$ cat config.mk
export PLATFORM = sky130hd
export DESIGN_NAME = beat_rate_outlier_filter
export DESIGN_NICKNAME = d
export VERILOG_FILES = /design/src/rtl/brof_pkg.sv /design/src/rtl/brof_divider.sv /design/src/rtl/brof_datapath.sv /design/src/rtl/brof_ctrl.sv /design/src/rtl/beat_rate_outlier_filter.sv
export VERILOG_INCLUDE_DIRS = /design/src /design/src/rtl
export SDC_FILE = /design/constraint.sdc
export NUM_CORES = 2
export LEC_CHECK = 0
export BUFFER_PORTS_ARGS = -buffer_cell sky130_fd_sc_hd__buf_2
export CORE_AREA = 2 2 266 268
export CTS_BUF_LIST = sky130_fd_sc_hd__clkbuf_2
export DETAILED_ROUTE_END_ITERATION = 6
export DIE_AREA = 0 0 268 270
export HOLD_SLACK_MARGIN = 0.1
export PLACE_DENSITY_LB_ADDON = 0.2
export SYNTH_ARGS = -nofsm -noshare
export SYNTH_HDL_FRONTEND = slang
export SYNTH_HIERARCHICAL = 1
export SYNTH_SLANG_ARGS = --single-unit
$ cat constraint.sdc
create_clock -name clk -period 8.7 [get_ports clk]
set_clock_uncertainty 0.1 [all_clocks]
set_input_delay 1.74 -clock clk [delete_from_list [all_inputs] [get_ports clk]]
set_output_delay 1.74 -clock clk [all_outputs]
set_load 0.02 [all_outputs]
$ cat src/rtl/beat_rate_outlier_filter_macros.svh
// assertion macros shared by the beat rate outlier filter modules
`ifndef BEAT_RATE_OUTLIER_FILTER_MACROS_SVH
`define BEAT_RATE_OUTLIER_FILTER_MACROS_SVH

// same-cycle implication, checked while out of reset
`define BROF_ASSERT_IMPL(label, ante, cons, msg) \
  label: assert property (@(posedge clk) disable iff (rst) (ante) |-> (cons)) \
    else $error(msg);

// next-cycle implication, checked while out of reset
`define BROF_ASSERT_NEXT(label, ante, cons, msg) \
  label: assert property (@(posedge clk) disable iff (rst) (ante) |=> (cons)) \
    else $error(msg);

`endif

$ cat src/rtl/brof_pkg.sv
// types, constants and widths shared by the beat rate outlier filter
package brof_pkg;

  localparam int RATE_FRACTION_BITS = 8;
  localparam int RATE_W = 20;
  localparam int TIME_W = 32;
  localparam int SR_W = 16;
  localparam int CFG_W = 32;
  localparam int CFG_IDX_W = 3;
  localparam int IN_TDATA_W = 32;
  localparam int OUT_TDATA_W = 56;
  localparam int KIND_W = 2;

  localparam int SECONDS_PER_MINUTE = 60;

  // dividend is sample_rate*60 scaled, plus half the interval
  localparam int NUM_W = SR_W + 6 + RATE_FRACTION_BITS;
  localparam int DIV_W = ((NUM_W > TIME_W - 1) ? NUM_W : TIME_W - 1) + 1;
  localparam int CNT_W = $clog2(DIV_W + 1);

  localparam logic [RATE_W-1:0] RATE_MAX = {RATE_W{1'b1}};
  localparam longint MEAN_FULL = longint'(70) << RATE_FRACTION_BITS;
  localparam logic [RATE_W-1:0] MEAN_RESET =
    (MEAN_FULL > longint'(RATE_MAX)) ? RATE_MAX : RATE_W'(MEAN_FULL);

  // divide by ten as multiply by ceil(2^25/10), exact below 2^22
  localparam int RECIP_SHIFT = 25;
  localparam int RECIP_W = 22;
  localparam logic [RECIP_W-1:0] RECIP_TEN = RECIP_W'(3355444);
  localparam logic [RATE_W:0] ROUND_TEN = (RATE_W+1)'(5);
  localparam int PROD_W = RATE_W + 1 + RECIP_W;
  localparam int STEP_W = PROD_W - RECIP_SHIFT;

  typedef enum logic [CFG_IDX_W-1:0] {
    REG_SAMPLE_RATE  = 3'd0,
    REG_TOLERANCE    = 3'd1,
    REG_EXCLUDE_MODE = 3'd2,
    REG_STOP_TIME    = 3'd3
  } cfg_reg_t;

  typedef enum logic [KIND_W-1:0] {
    KIND_NONE     = 2'd0,
    KIND_NORMAL   = 2'd1,
    KIND_ABNORMAL = 2'd2
  } kind_t;

  typedef enum logic [2:0] {
    ST_IDLE,
    ST_CHECK,
    ST_DIV,
    ST_DIFF,
    ST_MULT,
    ST_UPDATE,
    ST_DECIDE
  } state_t;

  typedef struct packed {
    logic capture;
    logic set_stop;
    logic mark_abnormal;
    logic div_start;
    logic latch_rate;
    logic calc_diff;
    logic calc_mult;
    logic update_mean;
    logic commit;
    logic emit;
  } cmd_t;

  typedef struct packed {
    logic  stopped;
    logic  past_stop;
    kind_t kind;
    logic  div_busy;
    logic  emit_wanted;
    logic  out_busy;
  } status_t;

endpackage

$ cat src/rtl/brof_divider.sv
// restoring divider, one quotient bit per cycle
`include "beat_rate_outlier_filter_macros.svh"

module brof_divider (
  input  logic                       clk,
  input  logic                       rst,
  input  logic                       start,
  input  logic [brof_pkg::DIV_W-1:0] dividend,
  input  logic [brof_pkg::TIME_W-1:0] divisor,
  output logic                       busy,
  output logic [brof_pkg::DIV_W-1:0] quotient
);
  import brof_pkg::*;

  logic [CNT_W-1:0]  count;
  logic [TIME_W-1:0] rem;
  logic [TIME_W-1:0] dsor;
  logic [TIME_W:0]   shifted;
  logic [TIME_W+1:0] trial;

  assign busy = (count != '0);
  assign shifted = {rem, quotient[DIV_W-1]};
  assign trial = {1'b0, shifted} - {2'b00, dsor};

  always_ff @(posedge clk) begin
    if (rst) begin
      count <= '0;
    end else if (start) begin
      count <= CNT_W'(DIV_W);
    end else if (busy) begin
      count <= count - 1'b1;
    end
  end

  always_ff @(posedge clk) begin
    if (start) begin
      rem <= '0;
      dsor <= divisor;
      quotient <= dividend;
    end else if (busy) begin
      // a zero divisor never borrows, so the quotient fills with ones
      if (!trial[TIME_W+1]) begin
        rem <= trial[TIME_W-1:0];
        quotient <= {quotient[DIV_W-2:0], 1'b1};
      end else begin
        rem <= shifted[TIME_W-1:0];
        quotient <= {quotient[DIV_W-2:0], 1'b0};
      end
    end
  end

  `BROF_ASSERT_NEXT(div_count_down, busy && !start, count == $past(count) - 1'b1,
                    "divider count did not step")

endmodule

$ cat src/rtl/brof_datapath.sv
// datapath: configuration, filter state, rate division, mean update, output register
`include "beat_rate_outlier_filter_macros.svh"

module brof_datapath (
  input  logic                          clk,
  input  logic                          rst,
  input  brof_pkg::cmd_t                cmd,
  output brof_pkg::status_t             status,
  input  logic                          cfg_we,
  input  logic [brof_pkg::CFG_IDX_W-1:0] cfg_index,
  input  logic [brof_pkg::CFG_W-1:0]    cfg_data,
  input  logic [brof_pkg::IN_TDATA_W-1:0] s_tdata,
  input  logic [brof_pkg::KIND_W-1:0]   s_tuser,
  output logic                          m_tvalid,
  input  logic                          m_tready,
  output logic [brof_pkg::OUT_TDATA_W-1:0] m_tdata,
  output logic                          m_tuser
);
  import brof_pkg::*;

  logic [SR_W-1:0]   sample_rate;
  logic [RATE_W-1:0] tolerance;
  logic              exclude_mode;
  logic [TIME_W-1:0] stop_time;

  logic [TIME_W-1:0] previous_time;
  logic [RATE_W-1:0] previous_rate;
  logic [RATE_W-1:0] mean_rate;
  logic              previous_was_normal;
  logic              previous_rejected;
  logic              stopped;

  kind_t             in_kind;
  logic [TIME_W-1:0] in_time;
  logic [RATE_W-1:0] rate;
  logic [RATE_W:0]   diff5;
  logic              rate_up;
  logic [PROD_W-1:0] product;

  logic [TIME_W-1:0] out_start;
  logic [RATE_W-1:0] out_rate;
  logic              out_flag;

  logic [TIME_W-1:0] interval;
  logic [DIV_W-1:0]  dividend;
  logic              div_busy;
  logic [DIV_W-1:0]  quotient;
  logic [STEP_W-1:0] step;
  logic [RATE_W-1:0] diff_prev;
  logic [RATE_W-1:0] diff_mean;
  logic              accept_ok;

  assign interval = in_time - previous_time;
  assign dividend = ((DIV_W'(sample_rate) * DIV_W'(SECONDS_PER_MINUTE)) << RATE_FRACTION_BITS)
                    + DIV_W'(interval >> 1);

  brof_divider u_div (
    .clk      (clk),
    .rst      (rst),
    .start    (cmd.div_start),
    .dividend (dividend),
    .divisor  (interval),
    .busy     (div_busy),
    .quotient (quotient)
  );

  assign step = product[PROD_W-1:RECIP_SHIFT];
  assign diff_prev = (rate >= previous_rate) ? rate - previous_rate : previous_rate - rate;
  assign diff_mean = (rate >= mean_rate) ? rate - mean_rate : mean_rate - rate;
  assign accept_ok = previous_was_normal && (diff_prev < tolerance) && (diff_mean < tolerance);

  assign status.stopped = stopped;
  assign status.past_stop = (stop_time != '0) && (in_time > stop_time);
  assign status.kind = in_kind;
  assign status.div_busy = div_busy;
  assign status.emit_wanted = accept_ok && (!exclude_mode || !previous_rejected);
  assign status.out_busy = m_tvalid && !m_tready;

  assign m_tdata = {(OUT_TDATA_W - TIME_W - RATE_W)'(0), out_rate, out_start};
  assign m_tuser = out_flag;

  always_ff @(posedge clk) begin
    if (rst) begin
      sample_rate <= SR_W'(250);
      tolerance <= RATE_W'(2560);
      exclude_mode <= 1'b0;
      stop_time <= '0;
    end else if (cfg_we) begin
      case (cfg_index)
        REG_SAMPLE_RATE:  sample_rate <= cfg_data[SR_W-1:0];
        REG_TOLERANCE:    tolerance <= cfg_data[RATE_W-1:0];
        REG_EXCLUDE_MODE: exclude_mode <= cfg_data[0];
        REG_STOP_TIME:    stop_time <= cfg_data[TIME_W-1:0];
        default: ;
      endcase
    end
  end

  always_ff @(posedge clk) begin
    if (rst) begin
      previous_time <= '0;
      previous_rate <= '0;
      mean_rate <= MEAN_RESET;
      previous_was_normal <= 1'b0;
      previous_rejected <= 1'b1;
      stopped <= 1'b0;
    end else begin
      if (cmd.set_stop) begin
        stopped <= 1'b1;
      end
      if (cmd.mark_abnormal) begin
        previous_rejected <= 1'b1;
        previous_was_normal <= 1'b0;
      end
      if (cmd.update_mean) begin
        mean_rate <= rate_up ? mean_rate + RATE_W'(step) : mean_rate - RATE_W'(step);
      end
      if (cmd.commit) begin
        previous_rejected <= !accept_ok;
        previous_was_normal <= 1'b1;
        previous_time <= in_time;
        previous_rate <= rate;
      end
    end
  end

  always_ff @(posedge clk) begin
    if (cmd.capture) begin
      in_kind <= kind_t'(s_tuser);
      in_time <= s_tdata[TIME_W-1:0];
    end
    if (cmd.latch_rate) begin
      rate <= (quotient > DIV_W'(RATE_MAX)) ? RATE_MAX : quotient[RATE_W-1:0];
    end
    if (cmd.calc_diff) begin
      rate_up <= (rate >= mean_rate);
      diff5 <= ((rate >= mean_rate) ? {1'b0, rate - mean_rate} : {1'b0, mean_rate - rate})
               + ROUND_TEN;
    end
    if (cmd.calc_mult) begin
      product <= PROD_W'(diff5) * PROD_W'(RECIP_TEN);
    end
  end

  // output register: a finished result waits here while the next item is taken
  always_ff @(posedge clk) begin
    if (rst) begin
      m_tvalid <= 1'b0;
    end else if (cmd.emit) begin
      m_tvalid <= 1'b1;
    end else if (m_tready) begin
      m_tvalid <= 1'b0;
    end
  end

  always_ff @(posedge clk) begin
    if (cmd.emit) begin
      out_start <= previous_time;
      out_rate <= rate;
      out_flag <= !exclude_mode && previous_rejected;
    end
  end

  `BROF_ASSERT_IMPL(emit_no_overwrite, cmd.emit, !(m_tvalid && !m_tready),
                    "result emitted over one not yet transferred")
  `BROF_ASSERT_NEXT(mean_moves_toward_rate, cmd.update_mean,
                    (mean_rate >= $past(mean_rate) && mean_rate <= $past(rate)) ||
                    (mean_rate <= $past(mean_rate) && mean_rate >= $past(rate)),
                    "mean left the range between old mean and rate")

endmodule

$ cat src/rtl/brof_ctrl.sv
// controller state machine sequencing one event through the datapath
`include "beat_rate_outlier_filter_macros.svh"

module brof_ctrl (
  input  logic              clk,
  input  logic              rst,
  input  logic              s_tvalid,
  output logic              s_tready,
  input  brof_pkg::status_t status,
  output brof_pkg::cmd_t    cmd
);
  import brof_pkg::*;

  state_t state;
  state_t state_next;
  logic   stall;

  // a result that must go out waits for the output register to free up
  assign stall = status.emit_wanted && status.out_busy;

  always_ff @(posedge clk) begin
    if (rst) begin
      state <= ST_IDLE;
    end else begin
      state <= state_next;
    end
  end

  always_comb begin
    state_next = state;
    case (state)
      ST_IDLE: begin
        if (s_tvalid) state_next = ST_CHECK;
      end
      ST_CHECK: begin
        if (!status.stopped && !status.past_stop && status.kind == KIND_NORMAL) begin
          state_next = ST_DIV;
        end else begin
          state_next = ST_IDLE;
        end
      end
      ST_DIV: begin
        if (!status.div_busy) state_next = ST_DIFF;
      end
      ST_DIFF:   state_next = ST_MULT;
      ST_MULT:   state_next = ST_UPDATE;
      ST_UPDATE: state_next = ST_DECIDE;
      ST_DECIDE: begin
        if (!stall) state_next = ST_IDLE;
      end
      default:   state_next = ST_IDLE;
    endcase
  end

  always_comb begin
    cmd = '0;
    s_tready = 1'b0;
    case (state)
      ST_IDLE: begin
        s_tready = 1'b1;
        cmd.capture = s_tvalid;
      end
      ST_CHECK: begin
        if (!status.stopped) begin
          if (status.past_stop) begin
            cmd.set_stop = 1'b1;
          end else if (status.kind == KIND_ABNORMAL) begin
            cmd.mark_abnormal = 1'b1;
          end else if (status.kind == KIND_NORMAL) begin
            cmd.div_start = 1'b1;
          end
        end
      end
      ST_DIV:    cmd.latch_rate = !status.div_busy;
      ST_DIFF:   cmd.calc_diff = 1'b1;
      ST_MULT:   cmd.calc_mult = 1'b1;
      ST_UPDATE: cmd.update_mean = 1'b1;
      ST_DECIDE: begin
        cmd.commit = !stall;
        cmd.emit = status.emit_wanted && !status.out_busy;
      end
      default: ;
    endcase
  end

  `BROF_ASSERT_NEXT(div_held, state == ST_DIV && status.div_busy, state == ST_DIV,
                    "left the divide step while the divider was busy")
  `BROF_ASSERT_NEXT(stopped_skips, state == ST_CHECK && status.stopped, state == ST_IDLE,
                    "event processed after stop")

endmodule

$ cat src/rtl/beat_rate_outlier_filter.sv
// top level of the beat rate outlier filter
// Takes beat events (tuser = kind, tdata = sample time) and emits, for accepted
// intervals between normal beats, the interval start time and the rate in
// unsigned Q12.8 bpm (tdata) with an after-reject flag (tuser). One item is
// handled at a time: a non-beat, abnormal beat or ignored event goes back to idle
// after ST_CHECK; a normal beat steps through ST_CHECK, ST_DIV (the restoring
// divider yields one quotient bit per cycle), ST_DIFF, ST_MULT, ST_UPDATE and
// ST_DECIDE, where a result to emit waits for the output register to free up. A
// pending result stays in the output register while the next event is taken.
// Configuration is written through cfg_we/cfg_index/cfg_data; the user must write
// it only while the block is idle, which the block itself does not enforce.
module beat_rate_outlier_filter (
  input  logic                             clk,
  input  logic                             rst,
  input  logic                             cfg_we,
  input  logic [brof_pkg::CFG_IDX_W-1:0]   cfg_index,
  input  logic [brof_pkg::CFG_W-1:0]       cfg_data,
  input  logic                             s_tvalid,
  output logic                             s_tready,
  input  logic [brof_pkg::IN_TDATA_W-1:0]  s_tdata,  // [31:0] event_time
  input  logic [brof_pkg::KIND_W-1:0]      s_tuser,  // [1:0] kind
  output logic                             m_tvalid,
  input  logic                             m_tready,
  output logic [brof_pkg::OUT_TDATA_W-1:0] m_tdata,  // [31:0] interval_start, [51:32] beat_rate
  output logic                             m_tuser   // [0] after_reject
);
  import brof_pkg::*;

  cmd_t    cmd;
  status_t status;

  brof_ctrl u_ctrl (
    .clk      (clk),
    .rst      (rst),
    .s_tvalid (s_tvalid),
    .s_tready (s_tready),
    .status   (status),
    .cmd      (cmd)
  );

  brof_datapath u_dp (
    .clk       (clk),
    .rst       (rst),
    .cmd       (cmd),
    .status    (status),
    .cfg_we    (cfg_we),
    .cfg_index (cfg_index),
    .cfg_data  (cfg_data),
    .s_tdata   (s_tdata),
    .s_tuser   (s_tuser),
    .m_tvalid  (m_tvalid),
    .m_tready  (m_tready),
    .m_tdata   (m_tdata),
    .m_tuser   (m_tuser)
  );

endmodule
## Yosys cells after proc, flatten, opt, wreduce, memory -nomap -nowiden

Cells that the tools add are included.

- Flip-flop bits (word level): 420
- Bits of input ports: 74
- Output and inout port bits: 59
- Word-level logic and storage cells: 127

- Add/subtract/negate cells: 11
- $mul: 2
- Order comparisons: 6
- Equality and inequality tests: 14
- Mux-type cells: 35
- Reduce and logical (&&, ||, !) cells: 33

Operators by type and width:

| kind | number |
|---|---|
| $mux W32 | 3 |
| $mux W20 | 4 |
| $sub A20 B20 Y20 | 4 |
| $mul A21 B20 Y41 const B | 1 |
| $ge A20 B20 Y1 | 2 |
| $lt A20 B20 Y1 | 2 |
| $sub A33 B32 Y34 | 1 |
| $add A30 B31 Y32 | 1 |
| $gt A32 B20 Y1 const B | 1 |
| $gt A32 B32 Y1 | 1 |
| $reduce_bool A32 Y1 | 1 |
| $sub A32 B32 Y32 | 1 |
| $add A21 B3 Y21 const B | 1 |
| $pmux W3 S7 | 1 |
| $add A20 B18 Y20 | 1 |
| $mul A16 B4 Y20 const B | 1 |
| $sub A20 B18 Y20 | 1 |
| $mux W1 | 17 |
| $mux W3 | 5 |
| $eq A3 B2 Y1 const B | 4 |
| $mux W6 | 2 |
| $logic_and A1 B1 Y1 | 10 |
| $eq A3 B3 Y1 const B | 3 |
| $logic_not A1 Y1 | 9 |
| 13 further kinds | 24 |

## Depth between registers and ports, before layout

- Depth after elaboration: 10
- Mapped depth: 29
- Depth with buffers taken out: 26

## Modules after synthesis

Netlist, hierarchy kept.

Modules (own cells, without submodules):

| module | times used | cells each | area an instance (um2) | sequential area each (um2) |
|---|---|---|---|---|
| brof_datapath | 1 | 3,071 | 28,335.9 | 7,317.0 |
| brof_divider | 1 | 561 | 5,770.5 | 2,682.6 |
| brof_ctrl | 1 | 32 | 264.0 | 60.1 |

## Least setup slack after synthesis

No wires, ideal clock.

- Path type: reg-to-reg
- Start point: reg u_dp.rate[0]
- End point: reg u_dp.out_flag, in the netlist u_dp/m_tuser, enable pin
- Library setup time: 542 ps
- Data arrival time: 8,499 ps
- Required time: 8,058 ps
- Setup slack: -441 ps
- Stages on the path, launching flop included: 25
- Path buffers: 1
- Clock period less this slack: 9,141 ps
- Cell sequence: edfxtp_1 inv_1 ha_1 inv_1 fa_1 a21o_1 a221o_1 o2bb2ai_1 o211a_1 or2_1 buf_2 mux2_2 a221oi_2 a21oi_1 nor4_1 a311oi_1 ha_1 a21oi_1 nor2b_1 o21ai_0 nand4b_1 nor3_1 nand2_1 a21oi_1 nor3b_1

RTL lines:

| item | line | source |
|---|---|---|
| start, declared | brof_datapath.sv:35 | `logic [RATE_W-1:0] rate;` |
| start signal, assigned | brof_datapath.sv:133 | `rate <= (quotient > DIV_W'(RATE_MAX)) ? RATE_MAX : quotient[RATE_W-1:0];` |
| end signal, assigned | brof_datapath.sv:160 | `out_flag <= !exclude_mode && previous_rejected;` |
| end, declared | brof_datapath.sv:42 | `logic out_flag;` |

## Worst setup path in the final report

- Start point: reg u_dp.diff5[9]
- End point: reg u_dp.product[42], data pin

- Longest elaborated chain between the ends: 1

Ends and longest elaborated chain:

| item | line | source |
|---|---|---|
| start, declared | brof_datapath.sv:36 | `logic [RATE_W:0] diff5;` |
| start signal, assigned | brof_datapath.sv:137 | `diff5 <= ((rate >= mean_rate) ? {1'b0, rate - mean_rate} : {1'b0, mean_rate - rate})` |
| $mul A21 B20 Y41 | brof_datapath.sv:141 | `product <= PROD_W'(diff5) * PROD_W'(RECIP_TEN);` |
| end signal, assigned | brof_datapath.sv:141 |  |
| end, declared | brof_datapath.sv:38 | `logic [PROD_W-1:0] product;` |

Every way passes these cells.
A chain may end at the register's enable or synchronous reset.

==> metrics <==
first-pass GRT wire length=146,000 um; layout cell share with drive strength beyond 1=0.113; Net count, final=4,542; internal power=4860 uW; row cnt=97; Mapped Cells=3,664; final hold violations=0; dominant cell type by area after synthesis=edfxtp_1; Syn Area/Cell=9.38 um^2; RD Place Congestion=0.948; synthesized area=34,400 um^2; final slew viol count=0; met2 wire len=45,700 um; vias in the first global route=26,000; area fraction of the dominant cell type after synthesis=0.184; Area Growth Syn to Fin=7.51%; First-pass DRT Iterations=7; vias per cell=5.47; Finished Layout Cells=4,835; height of the die=270 um; Max VDD drop=0.000195 V; TritonCTS clock tree=done; M1 wire length=41,200 um; CP Data Required Time=9450 ps; clock net sink count=397; outcome=complete, no violations; Max Cap Viol=0; Starting Density=0.494; fin crit period=7480 ps; Synth cell types=95; f_max=134 MHz; P_sw=3670 uW; Synth Flop Type=edfxtp_1; crit path kind=reg -> reg; metal3 WL=4520 um; combinational share of power=0.529; final worst slack=1220 ps; CTS Hold Bufs=0; Sum Neg Setup Slack=0 ps; part of the cycle the worst path needs=0.860; routed len/inst=19.5 um; Skew-Pair Late Insertion Delay=1190 ps; Top Layer Used=met4; Worst Path Arrival=8220 ps; clock buffer depth=3; core area=69,500 um^2; Startpoint Class=flip-flop; GR Util All Layers=0.261; Post-CTS Setup Bufs=0; R2R Path Start=u_dp/diff5[9]; die area=72,400 um^2; hold path start=u_dp/tolerance[18]; total power=8530 uW; Seq pwr share=0.300; main area contributors after synthesis=edfxtp_1 (18%), ha_1 (18%), dfxtp_1 (11%); # placed instances=4,638; clock-pin transition on the worst setup and hold timing paths=110 ps; Post-route DRC=0; warnings from Yosys=6; largest net degree at the start of global routing=91; Worst Setup End Kind=flip-flop; leakage=0.0164 uW; Vias=26,400; register area share after synthesis=0.293; slew margin rel.=0.187; synthesis-stage register bit count=397; top-count cell post-synth=inv_1; Hold Path Class=reg -> reg; final core occ=0.531; Cell Pwr Density=231 nW/um^2; critical path peak fanout=5; fillers=6,530; clock share of power=0.171; Post-synth EDFFs=211; unrepaired setup endpoints after global routing=false; initial antenna violation count=1; Critical path origin=u_dp/diff5[9]; H-tree depth=3; final HPWL from detailed placement=75,700 um; asr flop ratio synth=0; PortBufs=128; Die Wd=268 um; Gates resized, CTS repair=0; pre-CTS setup slack=1260 ps; global route overflow=0; Switching Fraction=0.430; commonest cells in the netlist=inv_1 (500), ha_1 (482), nor2_1 (277), nand2_1 (268), a21oi_1 (256); worst slew pin tran=1220 ps; drt initial violations=1,746; Routed Wire Length=94,200 um; Routed Antenna Nets=0; CTS Buf Count=104; Setup Viol. Count Final=0; clock root buffer=clkbuf_2; # IOs=133
cell families (layout without fill, tap and decap cells):
| group | after synthesis | count (layout) | synth area share |
|---|---|---|---|
| xor+xnor | 184 | 184 | 0.0469 |
| buf+inv | 617 | 842 | 0.0701 |
| compound gates | 751 | 751 | 0.144 |
| simple gates | 925 | 925 | 0.127 |
| flops | 397 | 397 | 0.293 |
| mux | 125 | 125 | 0.0380 |
| fa+ha+maj | 664 | 664 | 0.281 |
| other cells | 1 | 7 | 0.000109 |
area by class of cell:
type / count / area, um^2 / area share
Inverter: 502 / 1880 / 0.0510
Clock buffer: 150 / 751 / 0.0203
Clock inverter: 44 / 320 / 0.00867
Tap cell: 940 / 1180 / 0.0318
Antenna cell: 3 / 7.51 / 0.000203
Sequential cell: 397 / 10100 / 0.272
Timing Repair Buffer: 146 / 803 / 0.0217
Multi-Input combinational cell: 2653 / 21900 / 0.594
flip-flops by register name (all words and copies together), names as in the netlist, 18 cells and up:
register             cells
u_dp/u_div/rem          32
u_dp/product            18
u_dp/rate               20
u_dp/out_rate           20
u_dp/u_div/dsor         32
u_dp/previous_time      32
u_dp/u_div/quotient     32
u_dp/out_start          32
u_dp/in_time            32
u_dp/mean_rate          20
u_dp/diff5              21
u_dp/stop_time          32
u_dp/previous_rate      20
u_dp/tolerance          20
per-stage QoR:
stage	area [um^2]	hold WS [ps]
2_1_floorplan	34400	329
3_3_place_gp	35900	345
3_5_place_dp	35900	348
4_1_cts	36900	363
5_1_grt	36900	374
6_report	37000	361
worst max-delay path, cell delays in order (launching register included):
cell and delay [ps]:
edfxtp_1 520, ha_1 410, inv_1 110, fa_1 540, inv_1 50, fa_1 540, inv_1 60, fa_1 530
inv_1 60, fa_1 500, fa_1 490, ha_1 310, ha_1 240, or3_1 340, o22a_1 220, and4b_1 220
a2111oi_4 560, a211oi_2 210, o41ai_4 420, nor3_1 120, or3_4 390, a21oi_2 170, xnor2_1 70
routing by layer:
| metal | up-vias | GRT usage |
|---|---|---|
| met1 | 12500 | 0.339 |
| li1 | 13000 | - |
| met2 | 720 | 0.447 |
| met3 | 148 | 0.0347 |
| met4 | 0 | 0.0813 |
| met5 | - | 0 |
power by group through the flow:
stage          Clock [uW]  Sequential, uW  Combinational, uW
2_1_floorplan           0            2500               3490
3_3_place_gp            0            2590               4460
3_5_place_dp            0            2590               4510
4_1_cts              1510            2550               4530
5_1_grt              1610            2580               5110
6_report             1460            2550               4510
placed cells by master, fill, tap and decap left out, types with 127 or more instances in the layout:
cell type,synthesis,final
a21oi_1,256,255
buf_2,15,127
clkbuf_2,0,150
dfxtp_1,186,186
edfxtp_1,211,211
fa_1,182,182
ha_1,482,482
inv_1,500,500
nand2_1,268,268
nor2_1,277,277
final timing paths:
path | end | slack, ps | depth (start not counted)
setup reg to reg | u_dp/product[42] | 1220 | 22
hold / removal | u_dp/tolerance[18] | 360 | 2
hold reg to reg | u_dp/tolerance[18] | 360 | 2
setup / recovery | u_dp/product[42] | 1220 | 22
No activity file was read; power rests on OpenSTA's default activity.
